===== config.mk =====
export PLATFORM = sky130hd
export DESIGN_NAME = fnv1a_hash_case_fold
export DESIGN_NICKNAME = d
export VERILOG_FILES = /design/src/hdl/fnv_pkg.sv /design/src/hdl/fnv1a_hash_case_fold.sv
export SDC_FILE = /design/constraint.sdc
export NUM_CORES = 1
export LEC_CHECK = 0
export ABC_AREA = 1
export ABC_CLOCK_PERIOD_IN_PS = 8700
export BUFFER_PORTS_ARGS = -buffer_cell sky130_fd_sc_hd__buf_2
export CAP_MARGIN = 20
export CORE_ASPECT_RATIO = 0.5
export CORE_UTILIZATION = 30
export DETAILED_ROUTE_END_ITERATION = 6
export PLACE_DENSITY_LB_ADDON = 0.15
export REMOVE_ABC_BUFFERS = 1
export SYNTH_ARGS = -nofsm -noshare
export SYNTH_HDL_FRONTEND = slang
export SYNTH_SLANG_ARGS = --single-unit

===== constraint.sdc =====
create_clock -name clk -period 8.7 [get_ports clk]
set_input_delay 0.435 -clock clk [delete_from_list [all_inputs] [get_ports clk]]
set_output_delay 0.435 -clock clk [all_outputs]
set_load 0.02 [all_outputs]

===== src/hdl/fnv_pkg.sv =====
// Shared constants and helpers for the FNV-1a case-folding hash engine.
// No dependencies.
`timescale 1ns / 1ps

package fnv_pkg;

  localparam int unsigned HashW = 64;
  localparam int unsigned HalfW = 32;
  localparam int unsigned ByteW = 8;

  localparam logic [HashW-1:0] BASIS32 = 64'h0000_0000_811C_9DC5;
  localparam logic [HashW-1:0] BASIS64 = 64'hCBF2_9CE4_8422_2325;

  localparam logic [ByteW-1:0] UPPER_A  = 8'h41;
  localparam logic [ByteW-1:0] UPPER_Z  = 8'h5A;
  localparam logic [ByteW-1:0] CASE_GAP = 8'h20;

  typedef logic [0:0] reg_idx_t;
  localparam reg_idx_t REG_WIDE_MODE = 1'b0;
  localparam reg_idx_t REG_FOLD_CASE = 1'b1;

  // x * 0x01000193 mod 2^32
  function automatic logic [HalfW-1:0] mul_prime32(input logic [HalfW-1:0] x);
    logic [HalfW-1:0] acc;
    acc = (x << 24) + (x << 8) + (x << 7) + (x << 4) + (x << 1) + x;
    return acc;
  endfunction

  // x * 0x100000001B3 mod 2^64
  function automatic logic [HashW-1:0] mul_prime64(input logic [HashW-1:0] x);
    logic [HashW-1:0] acc;
    acc = (x << 40) + (x << 8) + (x << 7) + (x << 5) + (x << 4) + (x << 1) + x;
    return acc;
  endfunction

  function automatic logic [HashW-1:0] basis_of(input logic wide);
    return wide ? BASIS64 : BASIS32;
  endfunction

endpackage


===== src/hdl/fnv1a_hash_case_fold.sv =====
// FNV-1a hash engine, 32/64-bit, with optional ASCII lower-case folding.
// Depends on fnv_pkg.
`timescale 1ns / 1ps

// Takes one key byte per cycle unless in_tready drops: it does so while
// a key's last byte waits in s1 and out_tdata holds an untaken hash.
// The last byte is registered in s1, its hash then in out_d_r. XOR with
// the byte and a constant multiply by the FNV prime, a short shift-add,
// form a combinational accumulator loop. Zero bytes are skipped; the byte
// marked with in_tlast closes the key, emits the hash on out_tdata and
// reloads the offset basis. Writing wide_mode reloads the basis of the
// new width; fold_case applies from the next byte. Write configuration
// only while no key is in flight.
module fnv1a_hash_case_fold
  import fnv_pkg::*;
(
  input  logic                 clk,
  input  logic                 rst_n,
  input  logic                 in_tvalid,
  output logic                 in_tready,
  input  logic [ByteW-1:0]     in_tdata,   // [7:0] data_byte
  input  logic                 in_tlast,   // last_byte
  output logic                 out_tvalid,
  input  logic                 out_tready,
  output logic [HashW-1:0]     out_tdata,  // [63:0] hash_value
  input  logic                 cfg_valid,
  output logic                 cfg_ready,
  input  reg_idx_t             cfg_index,
  input  logic                 cfg_data
);

  logic             wide_r, wide_nxt;
  logic             fold_r, fold_nxt;
  logic             s1_v_r, s1_v_nxt;
  logic [ByteW-1:0] s1_byte_r;
  logic             s1_last_r;
  logic [HashW-1:0] acc_r, acc_nxt;
  logic             out_v_r, out_v_nxt;
  logic [HashW-1:0] out_d_r;

  logic             in_go, s1_go, cfg_go;
  logic [ByteW-1:0] fbyte;
  logic [HashW-1:0] mix, hash;
  logic [HalfW-1:0] mix32;

  assign cfg_ready = 1'b1;
  assign cfg_go    = cfg_valid & cfg_ready;

  assign s1_go     = s1_v_r & (~s1_last_r | ~out_v_r | out_tready);
  assign in_tready = ~s1_v_r | s1_go;
  assign in_go     = in_tvalid & in_tready;

  always_comb begin
    fbyte = s1_byte_r;
    if (fold_r && (s1_byte_r inside {[UPPER_A:UPPER_Z]})) begin
      fbyte = s1_byte_r + CASE_GAP;
    end
  end

  always_comb begin
    mix   = acc_r ^ {{(HashW-ByteW){1'b0}}, fbyte};
    mix32 = mix[HalfW-1:0];
    if (s1_byte_r == '0) begin
      hash = acc_r;
    end else if (wide_r) begin
      hash = mul_prime64(mix);
    end else begin
      hash = {{(HashW-HalfW){1'b0}}, mul_prime32(mix32)};
    end
  end

  always_comb begin
    wide_nxt = wide_r;
    fold_nxt = fold_r;
    acc_nxt  = acc_r;
    if (s1_go) begin
      acc_nxt = s1_last_r ? basis_of(wide_r) : hash;
    end
    if (cfg_go) begin
      case (cfg_index)
        REG_WIDE_MODE: begin
          wide_nxt = cfg_data;
          acc_nxt  = basis_of(cfg_data);
        end
        REG_FOLD_CASE: fold_nxt = cfg_data;
        default: ;
      endcase
    end
  end

  always_comb begin
    s1_v_nxt = s1_v_r;
    if (in_go) begin
      s1_v_nxt = 1'b1;
    end else if (s1_go) begin
      s1_v_nxt = 1'b0;
    end
    out_v_nxt = out_v_r;
    if (s1_go && s1_last_r) begin
      out_v_nxt = 1'b1;
    end else if (out_tready) begin
      out_v_nxt = 1'b0;
    end
  end

  always_ff @(posedge clk) begin
    if (!rst_n) begin
      wide_r  <= 1'b0;
      fold_r  <= 1'b0;
      s1_v_r  <= 1'b0;
      out_v_r <= 1'b0;
      acc_r   <= BASIS32;
    end else begin
      wide_r  <= wide_nxt;
      fold_r  <= fold_nxt;
      s1_v_r  <= s1_v_nxt;
      out_v_r <= out_v_nxt;
      acc_r   <= acc_nxt;
    end
  end

  always_ff @(posedge clk) begin
    if (in_go) begin
      s1_byte_r <= in_tdata;
      s1_last_r <= in_tlast;
    end
    if (s1_go && s1_last_r) begin
      out_d_r <= hash;
    end
  end

  assign out_tvalid = out_v_r;
  assign out_tdata  = out_d_r;

  a_narrow_acc: assert property (@(posedge clk) disable iff (!rst_n)
    !wide_r |-> acc_r[HashW-1:HalfW] == '0)
    else $error("upper accumulator bits set in 32-bit mode");

  a_mode_reload: assert property (@(posedge clk) disable iff (!rst_n)
    cfg_go && cfg_index == REG_WIDE_MODE |=> acc_r == basis_of(wide_r))
    else $error("accumulator not reloaded after mode write");

  a_key_end: assert property (@(posedge clk) disable iff (!rst_n)
    s1_go && s1_last_r |=> out_v_r && acc_r == basis_of(wide_r))
    else $error("key end did not emit hash and reload basis");

  a_no_overrun: assert property (@(posedge clk) disable iff (!rst_n)
    out_v_r && !out_tready && s1_v_r && s1_last_r |-> !s1_go)
    else $error("pending hash overwritten");

endmodule

==> results of run 1 <==
cells by family after synthesis:
family	after synthesis	share of synthesized area (%)
flip-flops	141	16.0
buffers and inverters	750	12.8
other	1	0.0169
AND/OR/NAND/NOR	1339	25.6
adder cells (fa/ha/maj)	476	37.6
XOR/XNOR	33	1.30
AO/OA/AOI/OAI	266	6.67
area by class of cell:
cell class              count  area, um2  area share (%)
diodes                      2       5.00          0.0204
clock buffers              17        425            1.73
clock inverters            15        173           0.704
inverters                 709       2660            10.9
multi-input cells        2115      15800            64.5
flip-flops and latches    141       3560            14.5
well taps                 972       1220            4.96
repair buffers            114        661            2.69
path summary, 6_finish.rpt:
check                                  to  slack, ns  cells past startpoint
hold / removal     s1_byte_r[3]$_DFFE_PP_       0.12                      1
hold reg to reg       fold_r$_SDFFE_PN0P_       0.50                      2
setup / recovery  out_tdata[28]$_DFFE_PP_       2.11                     27
setup reg to reg  out_tdata[28]$_DFFE_PP_       2.11                     27
cells in the mapped netlist, types with 2 or more instances:
library cell and instances:
nor4_1 2, or2_1 2, clkbuf_1 18, buf_1 3
edfxtp_1 73, o21ai_0 68, buf_2 18, dfxtp_1 68
nand3b_1 8, buf_4 2, nand2_1 889, o21ai_1 8
or2_2 10, nand4_1 30, clkinv_1 2, and3_1 3
nand3_2 15, a31oi_1 5, o21bai_1 13, ha_1 157
o21ai_2 8, nand3_1 168, inv_2 13, a21oi_1 140
nand2_2 22, xnor2_1 14, nor2_4 4, nor2_2 17
nor3_2 5, fa_1 319, nor2_1 144, a21oi_2 9
xor2_1 19, inv_1 694, and2_1 3, a31o_2 2
nor3_1 14, a22oi_1 3, or2_0 2, a21boi_0 3
routing by layer:
metal | GRT usage (%) | wire length, um
met1 | 33.3 | 41500
met2 | 33.8 | 35000
met3 | 4.35 | 4890
met4 | 3.38 | 861
met5 | 0 | 27
registers in the layout, indices dropped and copies added (netlist names):
signal / flops
wide_r: 1
out_tvalid: 1
out_tdata: 64
acc_r: 64
fold_r: 1
s1_last_r: 1
s1_byte_r: 8
s1_v_r: 1
per-stage QoR:
stage	hold WS, ns	cell area (um2)	setup WS (ns)	util (%)
final	0.124	24500	2.11	33.6
after global routing	0.103	24500	1.75	33.5
after CTS	0.102	24500	2.26	33.5
after detailed placement	0.483	23900	2.27	32.7
after global placement	0.478	23900	1.71	32.7
after floorplan	0.439	22000	3.58	-
==> qor.yml, run 1 <==
endpoint_kind: "register"
antenna_found_initial: 4
hold_class: "input port to register"
cts_resized: 0
place_congestion: 0.935
synth_edf_count: 73
run_status: "completed"
worst_slew_pin_slew_ns: 1.12
dieArea_um2: 75200
cpMostUsedCell: "inv_1"
via_count: 19071
place.detailed.instances: 4051
wl_um: 82300
h-tree-depth: 4
critPathMaxStageDelay_ns: 0.66
die_w_um: 387
fin_crit_sh_pct: 75.8
grt_pass1_vias: 19098
drtAntennaViolNets: 0
numCtsBuffers: 17
synthCells: 3006
holdCritStartpoint: "in_tdata[3]"
yosys_most_used_dff: "edfxtp_1"
drc: 0
nFillCells: 7924
core_area_um2: 73100
worstReg2RegStart: "s1_byte_r[4]$_DFFE_PP_"
synth_area_um2: 22200
wl_per_cell_um: 20.1
yosys.cell_types.count: 49
cp_max_fo: 8
ys_seq_elements: 141
dp_hpwl_um: 67800
grt_max_degree: 67
final_common_cell: "nand2_1"
yosysSeqAreaShare_pct: 16.0
crit_path_start_kind: "register"
synthArstFlopShare_pct: 0
num_rows: 70
cts_hold_buf: 0
fmax_mhz: 152
start_util_pct: 30.4
synth_top_area_cell: "fa_1"
clk_latency_ns: 0.48
worst-path-buf-inv: 7
io_buffers: 81
via_per_inst: 4.67
cts_tree: "done"
clock_skew_ns: 0.0173
grt_pass1_wl_um: 124000
syn_avg_cell_area_um2: 7.38
layout-drive-gt1-share_pct: 8.52
overflow: 0
synth_top_area_share_pct: 28.8
clockBufferDepth: 2
max-slew-margin-rel_pct: 25.0
area_growth_pct: 10.5
drt-initial-drc-count: 1297
setup-tns-final_ns: 0
grtUsageTotal_pct: 22.3
drtPass1Iterations: 5
report.final.slew_viol_count: 0
cp_slowest_cell: "fa_1"
hold_violations: 0
worstPathArrival_ns: 6.84
final_cell_mix: "889 x nand2_1, 692 x inv_1, 319 x fa_1"
fin_crit_ns: 6.59
cts.clk_slew.worst_paths_ns: 0.08
final_cell_count_no_fill: 4085
ctsRootBufferMaster: "clkbuf_16"
fp.dieH_um: 194
synth_area_leaders: "fa_1 29%, nand2_1 15%, inv_1 12%"
setup_viol: 0
critical_path_class: "register to register"
rsz0062_at_grt: "false"
cap_viol_max_count: 0
startpoint: "s1_byte_r[4]$_DFFE_PP_"
cts.sinks: 141
io_pins: 83
cts_setup_buffers: 0
final_nets: 3590
path_delay_family: "adder cells"
crit_required_ns: 8.95
yosys_warnings: 0
Power of run 1 is not shown: default switching activity piles up to over one toggle a cycle in this logic, so the estimate is an artifact.
==> run 2, diff against run 1 <==
ABC_AREA = 0   (was 1)
ABC_CLOCK_PERIOD_IN_PS = 6850   (was 8700)
clock period = 6.85 ns   (was 8.7 ns; I/O delays follow)
==> run 2 against run 1 <==
  * Synthesized cell count is 33% lower
  * Critical endpoint is now out_tdata[60]$_DFFE_PP_
  * Sequential share of layout area is 1.8 points higher
  * Synthesized area is 13% lower
  * Highest routed layer is now met4
  * Critical path depth is 1 lower
  * First-iteration DRC count is 23% lower
  * Non-clock buffer count is 47 higher
==> qor.yml, run 2 <==
cts.clk_slew.worst_paths_ns: 0.08  # about the same
post_dp_cell_area_um2: 21100  # was 23,900 um2
grt_pass1_vias: 15373  # was 19,098
worstReg2RegStart: "s1_byte_r[4]$_DFFE_PP_"  # unchanged
cts_tree: "done"  # unchanged
clockBufferDepth: 2  # unchanged
via_per_inst: 4.92  # was 4.67
cap_viol_max_count: 0  # unchanged
h-tree-depth: 4  # unchanged
routedLengthMet1_um: 31300  # was 41,500 um
ctsRootBufferMaster: "clkbuf_16"  # unchanged
synth_area_leaders: "fa_1 33%, edfxtp_1 11%, ha_1 10%"  # was fa_1 29%, nand2_1 15%, inv_1 12%
r2r_slack_ns: 0.38  # was 2.11 ns
layout-drive-gt1-share_pct: 11.2  # was 8.52%
fin_crit_ns: 6.47  # was 6.59 ns
wl_met2_um: 27700  # was 35,000 um
cts.sinks: 141  # unchanged
final_common_cell: "inv_1"  # was nand2_1
final_nets: 2640  # was 3,590
dpl_worst_slack_ns: 0.107  # was 2.27 ns
start_util_pct: 30.5  # was 30.4%
antenna_found_initial: 0  # was 4
clk_latency_ns: 0.48  # about the same
synthCells: 2028  # was 3,006
crit_required_ns: 7.07  # was 8.95 ns
drtPass1Iterations: 5  # unchanged
drt-initial-drc-count: 995  # was 1,297
fin_crit_sh_pct: 94.5  # was 75.8%
via_count: 14753  # was 19,071
worst_slew_pin_slew_ns: 1.00  # was 1.12 ns
grt_pass1_wl_um: 98100  # was 124,000 um
die_w_um: 361  # was 387 um
yosysSeqAreaShare_pct: 18.4  # was 16.0%
area_growth_pct: 12.9  # was 10.5%
synth_edf_count: 73  # unchanged
yosys_warnings: 0  # unchanged
clock_skew_ns: 0.0258  # was 0.0173 ns
final_cell_mix: "396 x inv_1, 319 x fa_1, 157 x ha_1"  # was 889 x nand2_1, 692 x inv_1, 319 x fa_1
r2r_cells: 26  # was 27
endpoint_kind: "register"  # unchanged
drc: 0  # unchanged
final_cell_area_um2: 21800  # was 24,500 um2
whs_endpoint: "s1_byte_r[1]$_DFFE_PP_"  # was s1_byte_r[3]$_DFFE_PP_
hold_class: "input port to register"  # unchanged
crit_path_start_kind: "register"  # unchanged
drtAntennaViolNets: 0  # unchanged
routed.top_layer: "met4"  # was met5
reg2reg_to: "out_tdata[60]$_DFFE_PP_"  # was out_tdata[28]$_DFFE_PP_
synth_common_cells: "396 x inv_1, 319 x fa_1, 157 x ha_1, 146 x nand2_1, 138 x a21oi_1"  # was 889 x nand2_1, 694 x inv_1, 319 x fa_1, 168 x nand3_1, 157 x ha_1
synth_top_area_cell: "fa_1"  # unchanged
setup_ws_ns: 0.379  # was 2.11 ns
setup-tns-final_ns: 0  # unchanged
wl_um: 63700  # was 82,300 um
core_area_um2: 63400  # was 73,100 um2
synthArstFlopShare_pct: 0  # unchanged
place_congestion: 0.888  # was 0.935
syn_avg_cell_area_um2: 9.53  # was 7.38 um2
worstPathArrival_ns: 6.69  # was 6.84 ns
io_buffers: 81  # unchanged
cp_max_fo: 7  # was 8
dieArea_um2: 65500  # was 75,200 um2
synth_area_um2: 19300  # was 22,200 um2
grtUsageTotal_pct: 20.2  # was 22.3%
synth.most_common_cell: "inv_1"  # was nand2_1
yosys.cell_types.count: 84  # was 49
max-slew-margin-rel_pct: 33.3  # was 25.0%
grt_max_degree: 51  # was 67
ys_seq_elements: 141  # unchanged
numCtsBuffers: 17  # unchanged
yosys_most_used_dff: "edfxtp_1"  # unchanged
num_rows: 65  # was 70
io_pins: 83  # unchanged
overflow: 0  # unchanged
synth_top_area_share_pct: 33.0  # was 28.8%
fmax_mhz: 155  # was 152 MHz
wl_per_cell_um: 21.2  # was 20.1 um
hold_violations: 0  # unchanged
wl_met3_um: 3750  # was 4890 um
holdCritStartpoint: "in_tdata[1]"  # was in_tdata[3]
rsz0062_at_grt: "false"  # unchanged
hold_depth: 1  # unchanged
nFillCells: 6504  # was 7,924
setup_viol: 0  # unchanged
fp.dieH_um: 181  # was 194 um
report.final.slew_viol_count: 0  # unchanged
dp_hpwl_um: 51300  # was 67,800 um
critical_path_class: "register to register"  # unchanged
run_status: "completed"  # unchanged
run 2: cell count changes after synthesis, moves of 17 or more:
| cell | previous run | this run |
|---|---|---|
| nand2_1 | 889 | 146 |
| inv_1 | 694 | 396 |
| nand3_1 | 168 | 31 |
| xnor2_1 | 14 | 63 |
| o21ai_0 | 68 | 111 |
| a21o_1 | 0 | 37 |
| nor2_1 | 144 | 107 |
| a22o_1 | 0 | 28 |
| nand2_2 | 22 | 0 |
| xor2_1 | 19 | 38 |
| a211oi_1 | 0 | 18 |
| clkbuf_1 | 18 | 35 |
run 2: worst max-delay path: stages (launching register included):
cell	delay, ns
edfxtp_1	0.42
nor3_1	0.08
nand3_1	0.10
nand4_1	0.13
a31oi_2	0.21
nor2_1	0.13
xnor2_2	0.51
ha_1	0.37
xnor2_1	0.16
fa_1	0.55
inv_1	0.05
fa_1	0.47
ha_1	0.29
ha_1	0.23
a211o_1	0.32
a21oi_2	0.15
o21ai_1	0.11
a21oi_2	0.22
o211ai_2	0.17
nand4_1	0.13
nand2_1	0.11
a311o_2	0.43
a221oi_4	0.22
buf_4	0.20
o311ai_2	0.13
xnor2_1	0.21
o21ai_0	0.09
run 2: final cells by class:
cell class / instances / area [um2] / area share [%]
Inverter: 397 / 1490 / 6.83
Timing Repair Buffer: 161 / 1010 / 4.63
Tap cell: 837 / 1050 / 4.80
Antenna cell: 1 / 2.50 / 0.0115
Sequential cell: 141 / 3550 / 16.3
Multi-Input combinational cell: 1430 / 14100 / 64.6
Clock buffer: 17 / 425 / 1.95
Clock inverter: 15 / 189 / 0.866
run 2: per-stage QoR:
step,instances,hold slack [ns],utilization (%)
after floorplan,1968,0.441,-
after CTS,2993,0.0337,34.3
final,2999,0.0548,34.4
after detailed placement,2961,0.488,33.3
after global routing,2998,0.0346,34.4
after global placement,2959,0.477,33.3
run 2: worst max-delay path by stage:
stage / from / endpoint / slack, ns / cells after the start
detailed placement: s1_byte_r[7]$_DFFE_PP_ / out_tdata[62]$_DFFE_PP_ / 0.11 / 26
floorplan: s1_byte_r[0]$_DFFE_PP_ / out_tdata[58]$_DFFE_PP_ / 0.29 / 27
finish: s1_byte_r[4]$_DFFE_PP_ / out_tdata[60]$_DFFE_PP_ / 0.38 / 26
global route: s1_byte_r[4]$_DFFE_PP_ / acc_r[63]$_SDFF_PN0_ / 0.006 / 25
CTS: s1_byte_r[5]$_DFFE_PP_ / acc_r[63]$_SDFF_PN0_ / 0.11 / 27
global placement: s1_byte_r[7]$_DFFE_PP_ / out_tdata[62]$_DFFE_PP_ / 0.17 / 26
run 2: logic make-up (layout without fill, tap and decap cells):
| family | count (synthesis) | in the layout | share of synthesized area [%] |
|---|---|---|---|
| AO/OA/AOI/OAI | 463 | 463 | 15.4 |
| multiplexers | 5 | 5 | 0.265 |
| flip-flops | 141 | 141 | 18.4 |
| adder cells (fa/ha/maj) | 476 | 476 | 43.2 |
| other | 1 | 2 | 0.0194 |
| XOR/XNOR | 101 | 101 | 4.58 |
| buffers and inverters | 457 | 590 | 9.16 |
| AND/OR/NAND/NOR | 384 | 384 | 9.03 |
run 2: per-layer routing:
metal | vias up | track usage, %
met5 | - | 0
met4 | 0 | 3.83
met3 | 44 | 4.06
met2 | 310 | 31.0
met1 | 7476 | 29.3
li1 | 6923 | -
run 2: timing repair:
item	CTS	global route
hold buffers	0	0
setup endpoints to repair	0	47
resized for setup	0	13
buffers inserted	0	5
Power of run 2 is left out for the same reason.
